[src/hw/rtl/snappy_block_decompressor_unit_macros.svh]
// ----------------------------------------------------------------------------
// Assertion macros for the Snappy decompressor.
// Each macro checks a property under the clock and asynchronous reset.
// ----------------------------------------------------------------------------
`ifndef SNAPPY_BLOCK_DECOMPRESSOR_UNIT_MACROS_SVH
`define SNAPPY_BLOCK_DECOMPRESSOR_UNIT_MACROS_SVH
`ifndef SYNTHESIS
// Implication checked at every clock edge outside reset.
`define SBD_ASSERT_IMP(label, clk, rst_n, ante, cons) \
	label: assert property (@(posedge clk) disable iff (!rst_n) (ante) |-> (cons)) \
	else $error("assertion failed");
// Next-cycle implication.
`define SBD_ASSERT_NEXT(label, clk, rst_n, ante, cons) \
	label: assert property (@(posedge clk) disable iff (!rst_n) (ante) |=> (cons)) \
	else $error("assertion failed");
`else
`define SBD_ASSERT_IMP(label, clk, rst_n, ante, cons)
`define SBD_ASSERT_NEXT(label, clk, rst_n, ante, cons)
`endif
`endif

[src/hw/rtl/sbd_pkg.sv]
// ----------------------------------------------------------------------------
// sbd_pkg
// Types and constants shared by the Snappy decompressor modules.
// ----------------------------------------------------------------------------
package sbd_pkg;

	localparam int unsigned HistoryDepthDefault = 65536;

	// Status codes.
	localparam logic [2:0] ST_OK       = 3'd0;
	localparam logic [2:0] ST_VARINT   = 3'd1;
	localparam logic [2:0] ST_TRUNC    = 3'd2;
	localparam logic [2:0] ST_OVERRUN  = 3'd3;
	localparam logic [2:0] ST_BADOFF   = 3'd4;
	localparam logic [2:0] ST_MISMATCH = 3'd5;
	localparam logic [2:0] ST_WINDOW   = 3'd6;

	// Command kinds from the parser to the executor.
	localparam logic [1:0] CMD_LIT  = 2'd0;
	localparam logic [1:0] CMD_COPY = 2'd1;
	localparam logic [1:0] CMD_END  = 2'd2;

	typedef struct packed {
		logic [7:0] in_byte;
		logic       in_last;
	} in_item_t;

	typedef struct packed {
		logic [7:0] out_byte;
		logic       out_valid;
		logic       frame_done;
		logic [2:0] status;
	} out_item_t;

	// One command: a literal byte, a copy, or a bare end/error marker.
	// done and status apply to the last byte the command emits.
	typedef struct packed {
		logic [1:0]  kind;
		logic [7:0]  lit;
		logic [31:0] off;
		logic [6:0]  len;
		logic        done;
		logic [2:0]  status;
	} cmd_t;

endpackage

[src/hw/rtl/sbd_parser.sv]
// ----------------------------------------------------------------------------
// sbd_parser
// Front end: accepts compressed bytes, parses the varint and tags, checks
// lengths and offsets, and issues literal, copy and end commands.
// ----------------------------------------------------------------------------
module sbd_parser #(
	parameter int unsigned HistoryDepth = sbd_pkg::HistoryDepthDefault
) (
	input  logic             clk,
	input  logic             arst_n,
	input  sbd_pkg::in_item_t in_item,
	input  logic             in_valid,
	output logic             in_ready,
	output sbd_pkg::cmd_t    cmd,
	output logic             cmd_valid,
	input  logic             cmd_ready
);

	localparam logic [2:0] PH_LEN = 3'd0;
	localparam logic [2:0] PH_TAG = 3'd1;
	localparam logic [2:0] PH_LITLEN = 3'd2;
	localparam logic [2:0] PH_LIT = 3'd3;
	localparam logic [2:0] PH_OFF = 3'd4;

	logic [2:0]  phase_q;
	logic [31:0] exp_q, prod_q, acc_q;
	logic [5:0]  shift_q;
	logic [7:0]  tag_q;
	logic [32:0] rem_q;
	logic        err_q;

	logic [7:0] b;
	logic       last, take;
	assign b = in_item.in_byte;
	assign last = in_item.in_last;
	assign in_ready = cmd_ready;
	assign take = in_valid && in_ready;

	// Next-state values computed for one accepted byte.
	logic [2:0]  phase_n;
	logic [31:0] exp_n, prod_n, acc_n, acc_or;
	logic [5:0]  shift_n;
	logic [7:0]  tag_n;
	logic [32:0] rem_n;
	logic [2:0]  err;
	logic        emit;
	sbd_pkg::cmd_t c;
	logic [32:0] lit_len, cp_len, cp_off;
	logic        do_lit, do_copy;
	logic [5:0]  need;

	always_comb begin
		phase_n = phase_q; exp_n = exp_q; prod_n = prod_q; acc_n = acc_q;
		shift_n = shift_q; tag_n = tag_q; rem_n = rem_q;
		err = sbd_pkg::ST_OK; emit = 1'b0;
		c = '0; c.kind = sbd_pkg::CMD_END;
		lit_len = '0; cp_len = '0; cp_off = '0; do_lit = 1'b0; do_copy = 1'b0;
		acc_or = acc_q | (32'(b) << shift_q);
		need = '0;
		unique case (phase_q)
			PH_LEN: begin
				if (shift_q >= 6'd28 && (b[7] || b[6:4] != 3'd0)) begin
					err = sbd_pkg::ST_VARINT;
				end else begin
					acc_n = acc_q | (32'(b[6:0]) << shift_q);
					if (!b[7]) begin
						exp_n = acc_n; acc_n = '0; shift_n = '0; phase_n = PH_TAG;
					end else begin
						shift_n = shift_q + 6'd7;
					end
				end
			end
			PH_TAG: begin
				tag_n = b; acc_n = '0; shift_n = '0;
				if (b[1:0] == 2'd0) begin
					if (b[7:2] < 6'd60) begin
						do_lit = 1'b1; lit_len = 33'(b[7:2]) + 33'd1;
					end else begin
						phase_n = PH_LITLEN;
					end
				end else begin
					phase_n = PH_OFF;
				end
			end
			PH_LITLEN: begin
				acc_n = acc_or; shift_n = shift_q + 6'd8;
				need = 6'({tag_q[7:2] - 6'd59, 3'd0});
				if (shift_n >= need) begin
					do_lit = 1'b1; lit_len = 33'(acc_or) + 33'd1;
				end
			end
			PH_LIT: begin
				emit = 1'b1; c.kind = sbd_pkg::CMD_LIT; c.lit = b;
				prod_n = prod_q + 32'd1; rem_n = rem_q - 33'd1;
				if (rem_n == '0) phase_n = PH_TAG;
			end
			default: begin
				if (tag_q[1:0] == 2'd1) begin
					do_copy = 1'b1;
					cp_off = {22'd0, tag_q[7:5], b};
					cp_len = 33'(tag_q[4:2]) + 33'd4;
				end else begin
					acc_n = acc_or; shift_n = shift_q + 6'd8;
					if (shift_n >= (tag_q[1:0] == 2'd2 ? 6'd16 : 6'd32)) begin
						do_copy = 1'b1; cp_off = 33'(acc_or);
						cp_len = 33'(tag_q[7:2]) + 33'd1;
					end
				end
			end
		endcase
		// Literal start: check against the expected length.
		if (do_lit) begin
			if (33'(prod_q) + lit_len > 33'(exp_q)) begin
				err = sbd_pkg::ST_OVERRUN;
			end else begin
				rem_n = lit_len; phase_n = PH_LIT;
			end
		end
		// Copy: offset and length checks, then one command.
		if (do_copy) begin
			if (cp_off == '0 || cp_off > 33'(prod_q)) err = sbd_pkg::ST_BADOFF;
			else if (cp_off > 33'(HistoryDepth)) err = sbd_pkg::ST_WINDOW;
			else if (33'(prod_q) + cp_len > 33'(exp_q)) err = sbd_pkg::ST_OVERRUN;
			else begin
				emit = 1'b1; c.kind = sbd_pkg::CMD_COPY;
				c.off = cp_off[31:0]; c.len = cp_len[6:0];
				prod_n = prod_q + 32'(cp_len); phase_n = PH_TAG;
			end
		end
		// Error or stream end closes the frame.
		if (err != sbd_pkg::ST_OK) begin
			emit = 1'b1; c = '0; c.kind = sbd_pkg::CMD_END;
			c.done = 1'b1; c.status = err;
		end else if (last) begin
			emit = 1'b1; c.done = 1'b1;
			if (phase_n == PH_TAG)
				c.status = (prod_n == exp_n) ? sbd_pkg::ST_OK : sbd_pkg::ST_MISMATCH;
			else
				c.status = sbd_pkg::ST_TRUNC;
		end
	end

	// Parser state update. After an error, bytes are dropped until the last one.
	always_ff @(posedge clk or negedge arst_n) begin
		if (!arst_n) begin
			phase_q <= PH_LEN; exp_q <= '0; prod_q <= '0; acc_q <= '0;
			shift_q <= '0; tag_q <= '0; rem_q <= '0; err_q <= 1'b0;
		end else if (take) begin
			if (err_q || last || err != sbd_pkg::ST_OK) begin
				phase_q <= PH_LEN; exp_q <= '0; prod_q <= '0; acc_q <= '0;
				shift_q <= '0; tag_q <= '0; rem_q <= '0;
				err_q <= !last && (err_q || (err != sbd_pkg::ST_OK));
			end else begin
				phase_q <= phase_n; exp_q <= exp_n; prod_q <= prod_n; acc_q <= acc_n;
				shift_q <= shift_n; tag_q <= tag_n; rem_q <= rem_n;
			end
		end
	end

	assign cmd = c;
	assign cmd_valid = take && !err_q && emit;

endmodule

[config.mk]
export PLATFORM = sky130hd
export DESIGN_NAME = sbd_parser
export DESIGN_NICKNAME = d
export VERILOG_FILES = /design/src/hw/rtl/snappy_block_decompressor_unit_macros.svh /design/src/hw/rtl/sbd_pkg.sv /design/src/hw/rtl/sbd_parser.sv
export SDC_FILE = /design/constraint.sdc
export NUM_CORES = 1
export LEC_CHECK = 0
export ABC_AREA = 1
export BUFFER_PORTS_ARGS = -buffer_cell sky130_fd_sc_hd__buf_2
export CAP_MARGIN = 20
export CORE_MARGIN = 3
export CORE_UTILIZATION = 32
export DETAILED_ROUTE_END_ITERATION = 10
export SLEW_MARGIN = 20
export SYNTH_ARGS = -nofsm -noshare
export SYNTH_HDL_FRONTEND = slang
export SYNTH_SLANG_ARGS = --single-unit
[constraint.sdc]
create_clock -name clk -period 18.4 [get_ports clk]
set_input_delay 3.68 -clock clk [delete_from_list [all_inputs] [get_ports clk]]
set_output_delay 3.68 -clock clk [all_outputs]
set_load 0.005 [all_outputs]
==> metrics.txt <==
Iter 0 DRT Violations 2,109; Synth Area in Compound Gates 0.158; post-CTS setup buffer count 0; number of H-tree levels 4; clock slew at reported path FFs roughly 0.06 ns; Tot GR Track Use 0.245; measured slew at the worst slew-check pin 1.15 ns; Fin. Hold Viols 0; post_cts resized 0; detailed-route wire length 73,500 µm; reg-to-reg slack, setup 6.81 ns; routed vias 19,855; share of cells above drive strength 1 0.0768; post-route ant nets 0; synth unique cells 59; Worst R2R Path Depth 48; Req. time, crit path 14.72 ns; hold buffers post-CTS 0; Initial DRT Pass Iterations 6; WL/cell around 20 µm; Clk Latency, worst-skew pair 0.51 ns; max-slew violations 0; Synth Area in Simple Gates 0.359; Synth Warn # 0; Critical Path AT 11.64 ns; sequential cell fraction of total power 0.154; Syn Inst Count 2,899; Num CTS Buffers 17; vias in the first global route 18,409; post-synthesis adder-cell area fraction 0.0987; status completed; die height approximately 240 µm; setup TNS 0 ns; P_leak 0.00990 µW; PnR Total Power ~3700 µW; Syn Area/Cell 6.25 µm²; vias per inst 5.44; number of synthesized register bits 147; die width 244 µm; Sink Count 147; switching pwr 2210 µW; critical path's most frequent cell nand2_1; CP peak stage delay 0.88 ns; Peak Freq 0.0653 GHz; post-layout minimum cycle time 15.32 ns; hpwl dp 58,000 µm; Sw Ratio 0.601; VDD IR-drop max 0.0835 mV; Crit-path slowest cell o21ai_0; crit end category output pin; initial antenna violation count 2; Hold Path Class reg -> reg; r2r startpoint shift_q[4]$_DFFE_PN0P_; Row Count 86; total gr overflow 0; maximum root-to-sink buffer count 2; largest family of logic cells by synthesized area simple AND/OR/NAND/NOR gates; Main synth FF type dfrtp_1; Die Area 59,600 µm²; MaxCap Viol Count 0; final setup fails 0; Total Nets Final 3,044; mux cell area share after synthesis 0.000552; core area 55,500 µm²; Pint 1470 µW; Slew HR 0.226; CP Max Fanout 7; Seq/Total Area, Yosys 0.203; startpoint types primary input; Clk Tree Root Cell clkbuf_16; hold path cells 2; WHS Endpoint acc_q[31]$_DFFE_PN0P_; power share of the combinational group 0.743; CTS tree built; Initial Util 0.327; GPL Wtd Cong 1.02; path type of the worst setup path in -> out; worst hold start acc_q[31]$_DFFE_PN0P_; commonest non-fill, non-tap cell in the layout nand2_1; Clock power frac 0.103; async set or reset register ratio after synthesis 1.00; Syn Std Cell Area 18,100 µm²; RSZ-0062 raised after global routing false; IO Pins 68; area delta synth->final 7.82%; reg-to-reg endpoint prod_q[11]$_DFFE_PN0P_; skew final 0.0172 ns; ANT cells 0; Tcrit/Tclk final 0.833; pin count of the biggest net entering global routing 84; first-pass GRT wire length 112,000 µm; Post-route DRC 0; Power Dens Cells ~190 nW/µm²; PortBufs 52; Post-Synth XOR/XNOR Area 0.0604; commonest cells after routing, fill and taps aside 751 x nand2_1, 384 x inv_1, 246 x nor2_1; number of synthesized flops with an enable pin 0
[power groups by stage]
| stage | combinational (µW) | clock (µW) | sequential, µW |
|---|---|---|---|
| floorplan | 1920 | 0 | 510 |
| global placement | 2670 | 0 | 563 |
| detailed placement | 2670 | 0 | 562 |
| CTS | 2680 | 388 | 559 |
| global route | 3040 | 397 | 578 |
| finish | 2730 | 379 | 565 |
[layout make-up]
class                           instances  area, µm²
Fill cell                            6317      36000
Multi-Input combinational cell       2239      12400
Sequential cell                       147       3680
Inverter                              410       1540
Tap cell                              748        936
Timing Repair Buffer                   75        439
Clock buffer                           19        433
Clock inverter                         12        159
[cells in the mapped netlist (4+ instances only)]
master    count  share of area
buf_4        23         0.0095
o22ai_1      72          0.025
ha_1        139          0.096
o21a_1        5         0.0021
dfrtp_1     147           0.20
nor2_1      247          0.051
a31oi_1       4         0.0014
o21ai_0     192          0.053
a211oi_1     11         0.0046
inv_2        24         0.0050
nor4_1       18         0.0062
inv_1       384          0.079
buf_6        10         0.0062
nand3_1     199          0.055
buf_2        29         0.0080
o211ai_1     32          0.013
o21bai_1      6         0.0025
nand2_2      24         0.0083
nand3b_1     11         0.0046
nor3_1       70          0.019
a21oi_1     112          0.031
o22ai_2      10         0.0069
xor2_1      116          0.056
nand2_1     751           0.16
nand3_2      10         0.0055
buf_1         9         0.0019
o21ai_2       5         0.0024
clkbuf_1     46         0.0095
nor2_4        9         0.0056
xnor2_1       9         0.0043
and2_1        4         0.0014
o21ai_1      23         0.0063
or2_2         5         0.0017
nor2_2       11         0.0038
o221ai_1      5         0.0024
nand4_1      90          0.031
[critical path, delay by kind of cell]
kind / cells / cell delay (ns)
buffers and inverters: 8 / 0.80
XOR/XNOR: 1 / 0.19
adder cells (fa/ha/maj): 3 / 0.95
AND/OR/NAND/NOR: 26 / 3.21
AO/OA/AOI/OAI: 10 / 2.77
[state kept, by name, summed over array words and instances (netlist names)]
register / count
rem_q: 33
err_q: 1
prod_q: 32
acc_q: 32
exp_q: 32
shift_q: 6
tag_q: 8
phase_q: 3
[how the worst max path moves through the flow]
stage / start / to
floorplan: in_item[2] / cmd[1]
global placement: in_item[2] / cmd[1]
detailed placement: in_item[1] / cmd[1]
CTS: in_item[1] / cmd[1]
global route: in_item[1] / cmd[1]
finish: in_item[1] / cmd[1]
[cell families (layout without fill, tap and decap cells)]
| logic type | Yosys count | count (layout) |
|---|---|---|
| AO/OA/AOI/OAI | 493 | 493 |
| adder cells (fa/ha/maj) | 142 | 142 |
| AND/OR/NAND/NOR | 1463 | 1463 |
| multiplexers | 1 | 1 |
| buffers and inverters | 527 | 516 |
| other | 1 | 15 |
| flip-flops | 147 | 147 |
| XOR/XNOR | 125 | 125 |
[stage by stage]
step                instances  setup WS [ns]  instance area, µm²  hold slack, ns   util
floorplan                2913           5.85               18200           0.433      -
global placement         3618           3.35               18900           0.454  0.341
detailed placement       3618           3.38               18900           0.459  0.341
CTS                      3649           3.33               19500           0.476  0.352
global route             3650           2.55               19500           0.483  0.352
finish                   3650           3.08               19500           0.473  0.352
[per-layer routing]
layer  global-route usage  share of wire  vias to the layer above
met5                    0        0.00014                        -
met1                0.332           0.43                     9223
li1                     -              -                     9537
met4                0.118          0.049                        2
met3               0.0433          0.088                      172
met2                0.376           0.43                      921
(Power assumes the default switching activity.)
