--- src/hw/rtl/snappy_block_decompressor_unit_macros.svh ---
// ----------------------------------------------------------------------------
// Assertion macros for the Snappy decompressor.
// Each macro checks a property under the clock and asynchronous reset.
// ----------------------------------------------------------------------------
`ifndef SNAPPY_BLOCK_DECOMPRESSOR_UNIT_MACROS_SVH
`define SNAPPY_BLOCK_DECOMPRESSOR_UNIT_MACROS_SVH
`ifndef SYNTHESIS
// Implication checked at every clock edge outside reset.
`define SBD_ASSERT_IMP(label, clk, rst_n, ante, cons) \
	label: assert property (@(posedge clk) disable iff (!rst_n) (ante) |-> (cons)) \
	else $error("assertion failed");
// Next-cycle implication.
`define SBD_ASSERT_NEXT(label, clk, rst_n, ante, cons) \
	label: assert property (@(posedge clk) disable iff (!rst_n) (ante) |=> (cons)) \
	else $error("assertion failed");
`else
`define SBD_ASSERT_IMP(label, clk, rst_n, ante, cons)
`define SBD_ASSERT_NEXT(label, clk, rst_n, ante, cons)
`endif
`endif

--- src/hw/rtl/sbd_pkg.sv ---
// ----------------------------------------------------------------------------
// sbd_pkg
// Types and constants shared by the Snappy decompressor modules.
// ----------------------------------------------------------------------------
package sbd_pkg;

	localparam int unsigned HistoryDepthDefault = 65536;

	// Status codes.
	localparam logic [2:0] ST_OK       = 3'd0;
	localparam logic [2:0] ST_VARINT   = 3'd1;
	localparam logic [2:0] ST_TRUNC    = 3'd2;
	localparam logic [2:0] ST_OVERRUN  = 3'd3;
	localparam logic [2:0] ST_BADOFF   = 3'd4;
	localparam logic [2:0] ST_MISMATCH = 3'd5;
	localparam logic [2:0] ST_WINDOW   = 3'd6;

	// Command kinds from the parser to the executor.
	localparam logic [1:0] CMD_LIT  = 2'd0;
	localparam logic [1:0] CMD_COPY = 2'd1;
	localparam logic [1:0] CMD_END  = 2'd2;

	typedef struct packed {
		logic [7:0] in_byte;
		logic       in_last;
	} in_item_t;

	typedef struct packed {
		logic [7:0] out_byte;
		logic       out_valid;
		logic       frame_done;
		logic [2:0] status;
	} out_item_t;

	// One command: a literal byte, a copy, or a bare end/error marker.
	// done and status apply to the last byte the command emits.
	typedef struct packed {
		logic [1:0]  kind;
		logic [7:0]  lit;
		logic [31:0] off;
		logic [6:0]  len;
		logic        done;
		logic [2:0]  status;
	} cmd_t;

endpackage

--- src/hw/rtl/sbd_cmd_fifo.sv ---
// ----------------------------------------------------------------------------
// sbd_cmd_fifo
// Two-entry command queue between the parser and the copy engine.
// ----------------------------------------------------------------------------
module sbd_cmd_fifo (
	input  logic          clk,
	input  logic          arst_n,
	input  sbd_pkg::cmd_t wr_data,
	input  logic          wr_valid,
	output logic          wr_ready,
	output sbd_pkg::cmd_t rd_data,
	output logic          rd_valid,
	input  logic          rd_ready
);

	sbd_pkg::cmd_t mem_q [2];
	logic       wp_q, rp_q;
	logic [1:0] cnt_q;
	logic       wr, rd;

	assign wr_ready = cnt_q != 2'd2;
	assign rd_valid = cnt_q != 2'd0;
	assign rd_data = mem_q[rp_q];
	assign wr = wr_valid && wr_ready;
	assign rd = rd_valid && rd_ready;

	// Entry storage.
	always_ff @(posedge clk) begin
		if (wr) mem_q[wp_q] <= wr_data;
	end

	// Pointers and fill count.
	always_ff @(posedge clk or negedge arst_n) begin
		if (!arst_n) begin
			wp_q <= 1'b0; rp_q <= 1'b0; cnt_q <= '0;
		end else begin
			if (wr) wp_q <= ~wp_q;
			if (rd) rp_q <= ~rp_q;
			cnt_q <= cnt_q + 2'(wr) - 2'(rd);
		end
	end

endmodule

--- config.mk ---
export PLATFORM = sky130hd
export DESIGN_NAME = sbd_cmd_fifo
export DESIGN_NICKNAME = d
export VERILOG_FILES = /design/src/hw/rtl/snappy_block_decompressor_unit_macros.svh /design/src/hw/rtl/sbd_pkg.sv /design/src/hw/rtl/sbd_cmd_fifo.sv
export SDC_FILE = /design/constraint.sdc
export NUM_CORES = 1
export LEC_CHECK = 0
export BUFFER_PORTS_ARGS = -buffer_cell sky130_fd_sc_hd__buf_2
export CAP_MARGIN = 15
export CORE_MARGIN = 5
export CORE_UTILIZATION = 45
export DETAILED_ROUTE_END_ITERATION = 6
export PLACE_DENSITY = 0.68
export SKIP_LAST_GASP = 1
export SYNTH_ARGS = -nofsm -noshare
export SYNTH_HDL_FRONTEND = slang
export SYNTH_SLANG_ARGS = --single-unit
--- constraint.sdc ---
create_clock -name clk -period 7.6 [get_ports clk]
set_input_delay 1.14 -clock clk [delete_from_list [all_inputs] [get_ports clk]]
set_output_delay 1.14 -clock clk [all_outputs]
set_load 0.1 [all_outputs]
==> metrics.md, run 1 <==
| Metric | Value |
|---|---|
| Max Cap Viol | 0 |
| Total gr overflow | 0 |
| GRT Util Overall | 12.6% |
| Hold Path Class | reg2reg |
| Longest Clk Path Bufs | 2 |
| Hold_ws | 0.536 ns |
| Worst-path clk slew | roughly 0.1 ns |
| 1st-pass router iterations | 4 |
| Final setup vio count | 0 |
| Global-route wire length before repair | 10800 microns |
| Average size of a mapped cell | roughly 22 sq um |
| F_max | ~300 MHz |
| Setup Buffers After CTS | 0 |
| Final min period | 3.33 ns |
| Die ar. | approximately 11000 sq um |
| DRT iter0 DRCs | 74 |
| Worst Path Arrival | approximately 2.2 ns |
| Vias per inst | 4.86 |
| Layout area overhead | 21.2% |
| Final Cell Area | roughly 4900 sq um |
| Util after Layout | 56.0% |
| Crit. End Element | primary output |
| Remaining DRCs | 0 |
| WP data required | 6.46 ns |
| IO Pins | between 100 and 150 |
| Worst Max-Slew Pin Slew | around 0.67 ns |
| Root buf cell | clkbuf_8 |
| Critical Path Start Type | flip-flop |
| Syn. warnings | 0 |
| Diode count | 0 |
| Vias in the first global route | 2174 |
| Count of cell types in the netlist | 15 |
| ANT nets after route | 0 |
| WL/cell | ~17 microns |
| Final Wtd Congestion | about 0.68 |
| Synth Cell Area | ~4000 sq um |
| Max Clock Skew | 0.0178 ns |
| CP peak stage delay | ~0.60 ns |
| Unrepaired setup endpoints after global routing | false |
| Sum of negative setup slack | 0 ns |
| Slowest-stage cell, CP | dfrtp_2 |
| Port Buffers | ~110 |
| Setup Crit Path Kind | reg2out |
| Clk sinks | 110 |
| Seq/Total Area, Yosys | between 80% and 90% |
| Post-DP HPWL | ~4700 microns |
| Die Width | 105 microns |
| Largest net degree at the start of global routing | 40 |
| Fraction of layout instances using a drive strength above 1 | 59.5% |
| Fill count | ~690 |
| Cts hold-fix bufs | 0 |
| CTS tree | yes |
| DRT Wirelength | 6960 microns |
| Max_slew headroom | a little over half |
| Die Ht | between 100 and 150 microns |
| CP max FO | 39 |
| Slew Viols, Final | 0 |
| Fin. Hold Viols | 0 |
| CP Cell Sequence | buf_4 -> mux2_2 -> buf_2 |
| Core area | about 8800 sq um |
| Post-cts sizing count | 0 |
| Mapped Cells | between 150 and 200 |
| Num rows | 34 |
| DR vias | between 2000 and 2500 |
| Crit share post-route | a little over two fifths |
| Syn nets | between 200 and 250 |
| Status | completed |
| Register bit total from synthesis | 110 |
| Clk_lat worst skew | about 0.36 ns |
| Starting Density | between 40% and 50% |
| CTS HTree Levels | 3 |
| TritonCTS buffer count | 9 |
| Initial antenna violation count | 0 |
| Placed cell area | 4700 sq um |
| Nets | 360 |
area by class of cell:
type,count,area (sq um),share of cell area [%]
Sequential cell,110,3280,67.0
Timing Repair Buffer,114,578,11.8
Clock inverter,7,77.6,1.58
Tap cell,108,135,2.76
Multi-Input combinational cell,65,701,14.3
Inverter,1,3.75,0.0766
Clock buffer,9,124,2.53
critical path, delay by kind of cell (launching register included):
kind / cells / cell delay, ns
buffers and inverters: 2 / 0.81
DFF: 1 / 0.60
muxes: 1 / 0.40
flip-flops by register name, summed over array words and instances (netlist names):
register and count:
mem_q 106, wp_q 1, rp_q 1, cnt_q 2
cells in the mapped netlist:
cell | n | area, sq um
nand2_1 | 1 | 3.75
edfxtp_1 | 106 | 3180
ha_1 | 2 | 25.0
and2_4 | 1 | 8.76
xor2_1 | 1 | 8.76
and3_1 | 1 | 6.26
buf_6 | 6 | 67.6
xnor2_1 | 3 | 26.3
nor2_1 | 1 | 3.75
or2_1 | 1 | 6.26
dfrtp_1 | 4 | 100
nand2b_1 | 1 | 6.26
mux2_1 | 4 | 45.0
mux2_2 | 49 | 552
inv_1 | 1 | 3.75
layer usage:
metal  part of all wire [%]  wire length [microns]  vias to the layer above  global-route usage, %
li1                       -                      -                      951                      -
met1                     44                   3060                      988                   15.8
met4                    1.1                     76                        0                   4.93
met3                    6.7                    465                        7                   3.70
met2                     48                   3360                       68                   20.7
met5                      0                      0                        -                      0
placed cells by master, fill, tap and decap left out:
cell / instances
nand2_1: 1
clkinv_1: 1
or2_1: 1
bufinv_16: 1
xnor2_1: 3
and2_4: 1
inv_1: 1
xor2_1: 1
inv_6: 4
dfrtp_2: 1
ha_1: 2
clkbuf_8: 9
mux2_1: 4
nand2b_1: 1
dfrtp_1: 3
edfxtp_1: 106
and3_2: 1
nor2_4: 1
clkinv_4: 1
mux2_2: 49
buf_2: 111
buf_4: 3
final timing paths:
path                       cells past startpoint     endpoint      from  slack [ns]
hold reg to reg                                1     cnt_q[0]  cnt_q[0]        0.54
max in group asynchronous                      1         rp_q    arst_n        6.88
setup reg to reg                               4  mem_q[0][5]  cnt_q[1]        5.51
hold / removal                                 1     cnt_q[0]  cnt_q[0]        0.54
min in group asynchronous                      1     cnt_q[0]    arst_n        0.58
setup / recovery                               3  rd_data[32]      rp_q        4.27
stage by stage:
| stage | cells | setup slack [ns] |
|---|---|---|
| after global routing | 414 | 4.15 |
| final | 414 | 4.27 |
| after global placement | 398 | 4.62 |
| after detailed placement | 398 | 4.61 |
| after CTS | 414 | 4.20 |
| after floorplan | 182 | 3.48 |
kinds of logic (layout without fill, tap and decap cells):
logic type                 after synthesis  after routing  synth area share (%)
muxes                                   53             53                  14.7
buffers and inverters                    7            131                  1.76
and+or+nand+nor                          6              6                 0.866
adders and majority gates                2              2                 0.618
xor gates and xnor gates                 4              4                 0.866
DFF                                    110            110                  81.1
Power of run 1 is left out: the tool's default activity adds up to more than one toggle a clock period on the data nets, which glitch-free logic cannot reach.
==> run 2: changes to the inputs <==
--- a/config.mk
+++ b/config.mk
@@ -10,7 +10,7 @@
 export CORE_MARGIN = 5
 export CORE_UTILIZATION = 45
 export DETAILED_ROUTE_END_ITERATION = 6
-export PLACE_DENSITY = 0.68
+export PLACE_DENSITY = 0.71
 export SKIP_LAST_GASP = 1
 export SYNTH_ARGS = -nofsm -noshare
 export SYNTH_HDL_FRONTEND = slang
==> constraint.sdc (replaced) <==
create_clock -name clk -period 2.88 [get_ports clk]
set_input_delay 0.432 -clock clk [delete_from_list [all_inputs] [get_ports clk]]
set_output_delay 0.432 -clock clk [all_outputs]
set_load 0.1 [all_outputs]
==> metrics.md, run 2 (synthesis gave the netlist of run 1 again) <==
| Metric | Value |
|---|---|
| F_max | around 460 MHz |
| TritonCTS buffer count | 9 (unchanged) |
| DRT iter0 DRCs | 71 (-4.1%) |
| Hold_ws | 0.263 ns (-0.273 ns) |
| Final min period | 2.17 ns |
| Clk_lat worst skew | 0.35 ns (about the same) |
| Leading cell type in the layout, fill and taps excluded | buf_2 |
| Fin. Hold Viols | 0 (unchanged) |
| Register with the most flip-flops | mem_q |
| CP peak stage delay | 0.39 ns (-0.21 ns) |
| Post-cts sizing count | 0 (unchanged) |
| Clk sinks | 110 (unchanged) |
| Root buf cell | clkbuf_8 |
| Min setup slack post-route | 0.706 ns (-3.57 ns) |
| IO Pins | 112 (unchanged) |
| Worst Setup SP | rp_q |
| Port Buffers | 111 (unchanged) |
| Setup Crit Path Kind | reg2out |
| Post-DP HPWL | 4650 microns (-1.6%) |
| Slew Viols, Final | 0 (unchanged) |
| Die Width | 105 microns (unchanged) |
| CTS HTree Levels | 3 (unchanged) |
| WL/cell | 16.5 microns (-1.6%) |
| Die ar. | 11000 sq um (unchanged) |
| Num rows | 34 (unchanged) |
| Unrepaired setup endpoints after global routing | false |
| Diode count | 0 (unchanged) |
| Worst-path clk slew | 0.10 ns (about the same) |
| Longest Clk Path Bufs | 2 (unchanged) |
| Remaining DRCs | 0 (unchanged) |
| Die Ht | 105 microns (unchanged) |
| Max Clock Skew | 0.00813 ns (-0.00965 ns) |
| Sum of negative setup slack | 0 ns (unchanged) |
| Final setup vio count | 0 (unchanged) |
| Crit. End Element | primary output |
| DRT Wirelength | 6880 microns (-1.1%) |
| ANT nets after route | 0 (unchanged) |
| Initial antenna violation count | 0 (unchanged) |
| Worst Max-Slew Pin Slew | 0.680 ns (+0.00616 ns) |
| 1st-pass router iterations | 4 (unchanged) |
| Setup Buffers After CTS | 0 (unchanged) |
| Reg2reg start | cnt_q[1] |
| Vias in the first global route | 2247 (+3.4%) |
| Pre-CTS setup slack | 1.06 ns (-3.56 ns) |
| Critical Path Start Type | flip-flop |
| WP data required | 2.45 ns (-4.01 ns) |
| Layout area overhead | 21.4% |
| Global-route wire length before repair | 11100 microns (+2.8%) |
| Total gr overflow | 0 (unchanged) |
| Largest net degree at the start of global routing | 55 (+38%) |
| Core area | 8760 sq um (unchanged) |
| Max Cap Viol | 0 (unchanged) |
| HP Start | wr_data[41] |
| Placed cell area | 4730 sq um (+0.69%) |
| Starting Density | 46.2% (unchanged) |
| Most frequent cells in the layout | buf_2, edfxtp_1, mux2_2 |
| Vias per inst | 4.86 (about the same) |
| CP max FO | 54 (+38%) |
| Largest registers | mem_q x106, cnt_q x2 |
| Hold Path Class | in2reg |
| DR vias | 2022 (+0.40%) |
| Largest register FFs | 106 (unchanged) |
| Max_slew headroom | 54.7% (-0.30 points) |
| Status | completed |
| Slowest-stage cell, CP | dfrtp_2 |
| GRT Util Overall | 12.7% (+0.13 points) |
| Final Cell Area | 4910 sq um (+0.18%) |
| Worst Path Arrival | 1.74 ns (-0.45 ns) |
| Fraction of layout instances using a drive strength above 1 | 59.1% (-0.39 points) |
| CTS tree | yes |
| Nets | 362 (+0.56%) |
| CP Cell Sequence | buf_12 -> mux2_2 -> buf_2 |
| Crit share post-route | around three quarters |
| Final Wtd Congestion | 0.665 (-2.6%) |
-- run 2: cell count changes in the layout (fill, tap and decap cells not counted) --
cell and change:
clkinvlp_4 +3, dlygate4sd3_1 +1, clkinv_1 -1, bufinv_16 -1, inv_6 -4, clkinv_2 +1
buf_12 +2, buf_4 -1, clkbuf_1 +2
-- run 2: layer usage --
| layer | track usage, % | up-vias | wire length (microns) |
|---|---|---|---|
| li1 | - | 953 | - |
| met1 | 15.4 | 989 | 2790 |
| met2 | 21.5 | 73 | 3530 |
| met3 | 4.01 | 7 | 513 |
| met4 | 4.66 | 0 | 45 |
| met5 | 0 | - | 0 |
-- run 2: worst paths after layout --
| kind | to | depth (start not counted) | slack [ns] |
|---|---|---|---|
| setup / recovery | rd_data[48] | 3 | 0.71 |
| hold / removal | mem_q[1][41] | 1 | 0.26 |
| setup reg to reg | mem_q[1][39] | 3 | 1.10 |
| hold reg to reg | cnt_q[0] | 1 | 0.52 |
| max in group asynchronous | rp_q | 2 | 2.34 |
| min in group asynchronous | wp_q | 2 | 0.41 |
-- run 2: layout make-up --
class	count	area (sq um)
clock buffer	11	131
tap	108	135
clock inverter	5	36.3
inverter	1	3.75
fill	704	3850
multi-input combinational	65	701
sequential	110	3280
timing repair buffer	116	621
-- run 2: through the flow --
| stage | util (%) | cells |
|---|---|---|
| global placement | 54.0 | 399 |
| floorplan | - | 182 |
| CTS | 56.1 | 416 |
| global route | 56.1 | 416 |
| finish | 56.1 | 416 |
| detailed placement | 54.0 | 399 |
-- run 2: critical path, delay by kind of cell (launching register included) --
family,cells,cell delay [ns]
mux,1,0.39
buf+inv,2,0.57
flops,1,0.39
-- run 2: what timing repair did --
action                                  in CTS  in global routing
endpoints found under the hold margin        4                  0
endpoints found under the setup margin       0                  0
hold buffers                                 1                  0
Power of run 2 is left out for the same reason.
==> run 3: changes to the inputs <==
--- a/config.mk
+++ b/config.mk
@@ -10,7 +10,7 @@
 export CORE_MARGIN = 5
 export CORE_UTILIZATION = 45
 export DETAILED_ROUTE_END_ITERATION = 6
-export PLACE_DENSITY = 0.71
+export PLACE_DENSITY = 0.68
 export SKIP_LAST_GASP = 1
 export SYNTH_ARGS = -nofsm -noshare
 export SYNTH_HDL_FRONTEND = slang
==> constraint.sdc (replaced) <==
create_clock -name clk -period 2.05 [get_ports clk]
set_input_delay 0.3075 -clock clk [delete_from_list [all_inputs] [get_ports clk]]
set_output_delay 0.3075 -clock clk [all_outputs]
set_load 0.1 [all_outputs]
==> metrics.md, run 3 (synthesis gave the netlist of run 1 again) <==
| Metric | Value |
|---|---|
| Largest registers | mem_q x106, cnt_q x2 |
| Worst path bufs/invs | 2 (unchanged) |
| Post-DP HPWL | 4550 microns (-2.1%) |
| WP data required | 1.74 ns (-0.71 ns) |
| Vias in the first global route | 2183 (-2.8%) |
| Reg-to-reg endpoint | cnt_q[1] |
| Fraction of layout instances using a drive strength above 1 | 60.6% (+1.6 points) |
| Reg2reg path depth | 7 (+4) |
| Setup Buffers After CTS | 0 (unchanged) |
| Max_slew headroom | 66.5% (+12 points) |
| Global-route wire length before repair | 10800 microns (-2.9%) |
| Core area | 8760 sq um (unchanged) |
| Max Clock Skew | 0.0118 ns (+0.00367 ns) |
| Pre-CTS setup slack | 0.246 ns (-0.813 ns) |
| CP Cell Sequence | buf_12 -> mux2_2 -> buf_2 |
| Worst-path clk slew | 0.11 ns (about the same) |
| HP Start | wr_data[42] |
| Starting Density | 46.2% (unchanged) |
| Max Cap Viol | 0 (unchanged) |
| Longest Clk Path Bufs | 2 (unchanged) |
| Reg2reg start | cnt_q[1] |
| Diode count | 0 (unchanged) |
| Remaining DRCs | 0 (unchanged) |
| CP peak stage delay | 0.43 ns (+0.04 ns) |
| Layout area overhead | 23.5% |
| Final Wtd Congestion | 0.697 (+4.7%) |
| Fin. Hold Viols | 0 (unchanged) |
| Setup Crit Path Kind | reg2out |
| Crit. End Element | primary output |
| Largest register FFs | 106 (unchanged) |
| IO Pins | 112 (unchanged) |
| Final setup vio count | 0 (unchanged) |
| ANT nets after route | 0 (unchanged) |
| Num rows | 34 (unchanged) |
| Die Ht | 105 microns (unchanged) |
| Util after Layout | 57.0% (+0.99 points) |
| Slew Viols, Final | 0 (unchanged) |
| Status | completed |
| 1st-pass router iterations | 4 (unchanged) |
| Die ar. | 11000 sq um (unchanged) |
| Vias per inst | 4.79 (-1.4%) |
| Worst Setup SP | rp_q |
| Unrepaired setup endpoints after global routing | false |
| DRT Wirelength | 6770 microns (-1.7%) |
| Clk sinks | 110 (unchanged) |
| Flop-to-flop setup slack | 0.24 ns (-0.86 ns) |
| Nets | 364 (+0.55%) |
| GRT Max-Usage Layer | met2 |
| Met2 Track Usage GR | 19.6% (-1.8 points) |
| Initial antenna violation count | 0 (unchanged) |
| CTS tree | yes |
| DR vias | 2004 (-0.89%) |
| Cell count of the worst hold path | 1 (unchanged) |
| Met1 Use GR | 15.2% (-0.19 points) |
| Root buf cell | clkbuf_8 |
| Final min period | 1.97 ns |
| Hold Path Class | in2reg |
| Worst Path Arrival | 1.66 ns (-0.08 ns) |
| Min setup slack post-route | 0.0788 ns (-0.627 ns) |
| Clk_lat worst skew | 0.35 ns (about the same) |
| DRT iter0 DRCs | 61 (-14%) |
| Leading cell type in the layout, fill and taps excluded | edfxtp_1 |
| CP max FO | 40 (-26%) |
| Total gr overflow | 0 (unchanged) |
| Die Width | 105 microns (unchanged) |
| Met3 Usage GRT | 6.10% (+2.1 points) |
| Crit share post-route | a little over nine tenths |
| Register with the most flip-flops | mem_q |
| Largest net degree at the start of global routing | 41 (-25%) |
| WL/cell | 16.2 microns (-2.1%) |
| GRT Util Overall | 12.4% (-0.31 points) |
| Hold Path End | mem_q[1][42] |
| Worst Max-Slew Pin Slew | 0.506 ns (-0.174 ns) |
| Sum of negative setup slack | 0 ns (unchanged) |
| Most frequent cells in the layout | edfxtp_1, buf_2, mux2_2 |
| Delay-heaviest family, CP | buffers and inverters |
| Slowest-stage cell, CP | dfrtp_2 |
| TritonCTS buffer count | 9 (unchanged) |
| Critical Path Start Type | flip-flop |
| F_max | 507 MHz |
| Port Buffers | 111 (unchanged) |
| CTS HTree Levels | 3 (unchanged) |
## run 3: worst max-delay path by stage
stage / endpoint / cells past startpoint
2_1_floorplan: cnt_q[1] / 7
3_3_place_gp: cnt_q[1] / 7
3_5_place_dp: cnt_q[1] / 7
4_1_cts: rd_data[32] / 3
5_1_grt: rd_data[20] / 3
6_report: rd_data[21] / 3
## run 3: routing by layer
metal	vias up	part of all wire (%)	wire [microns]
met5	-	0	0
met4	0	0.12	8
met3	2	8.3	565
met2	79	48	3280
met1	965	43	2920
li1	958	-	-
## run 3: through the flow
stage,cell area [sq um],hold WS (ns),cells
finish,5000,0.129,418
global route,5000,0.0947,418
CTS,4980,0.105,418
floorplan,4070,0.0119,182
detailed placement,4750,0.120,401
global placement,4750,0.119,401
## run 3: cell type report
type                            instances  area [sq um]
Fill cell                             689          3760
Timing Repair Buffer                  118           641
Tap cell                              108           135
Clock inverter                          7          95.1
Multi-Input combinational cell         65           716
Clock buffer                            9           124
Sequential cell                       110          3280
Inverter                                1          3.75
## run 3: timing repair
action / in CTS / in global routing
resized for setup: 0 / 7
hold buffers: 1 / 0
setup endpoints to repair: 0 / 7
hold endpoints to repair: 4 / 0
Power of run 3 is left out for the same reason.
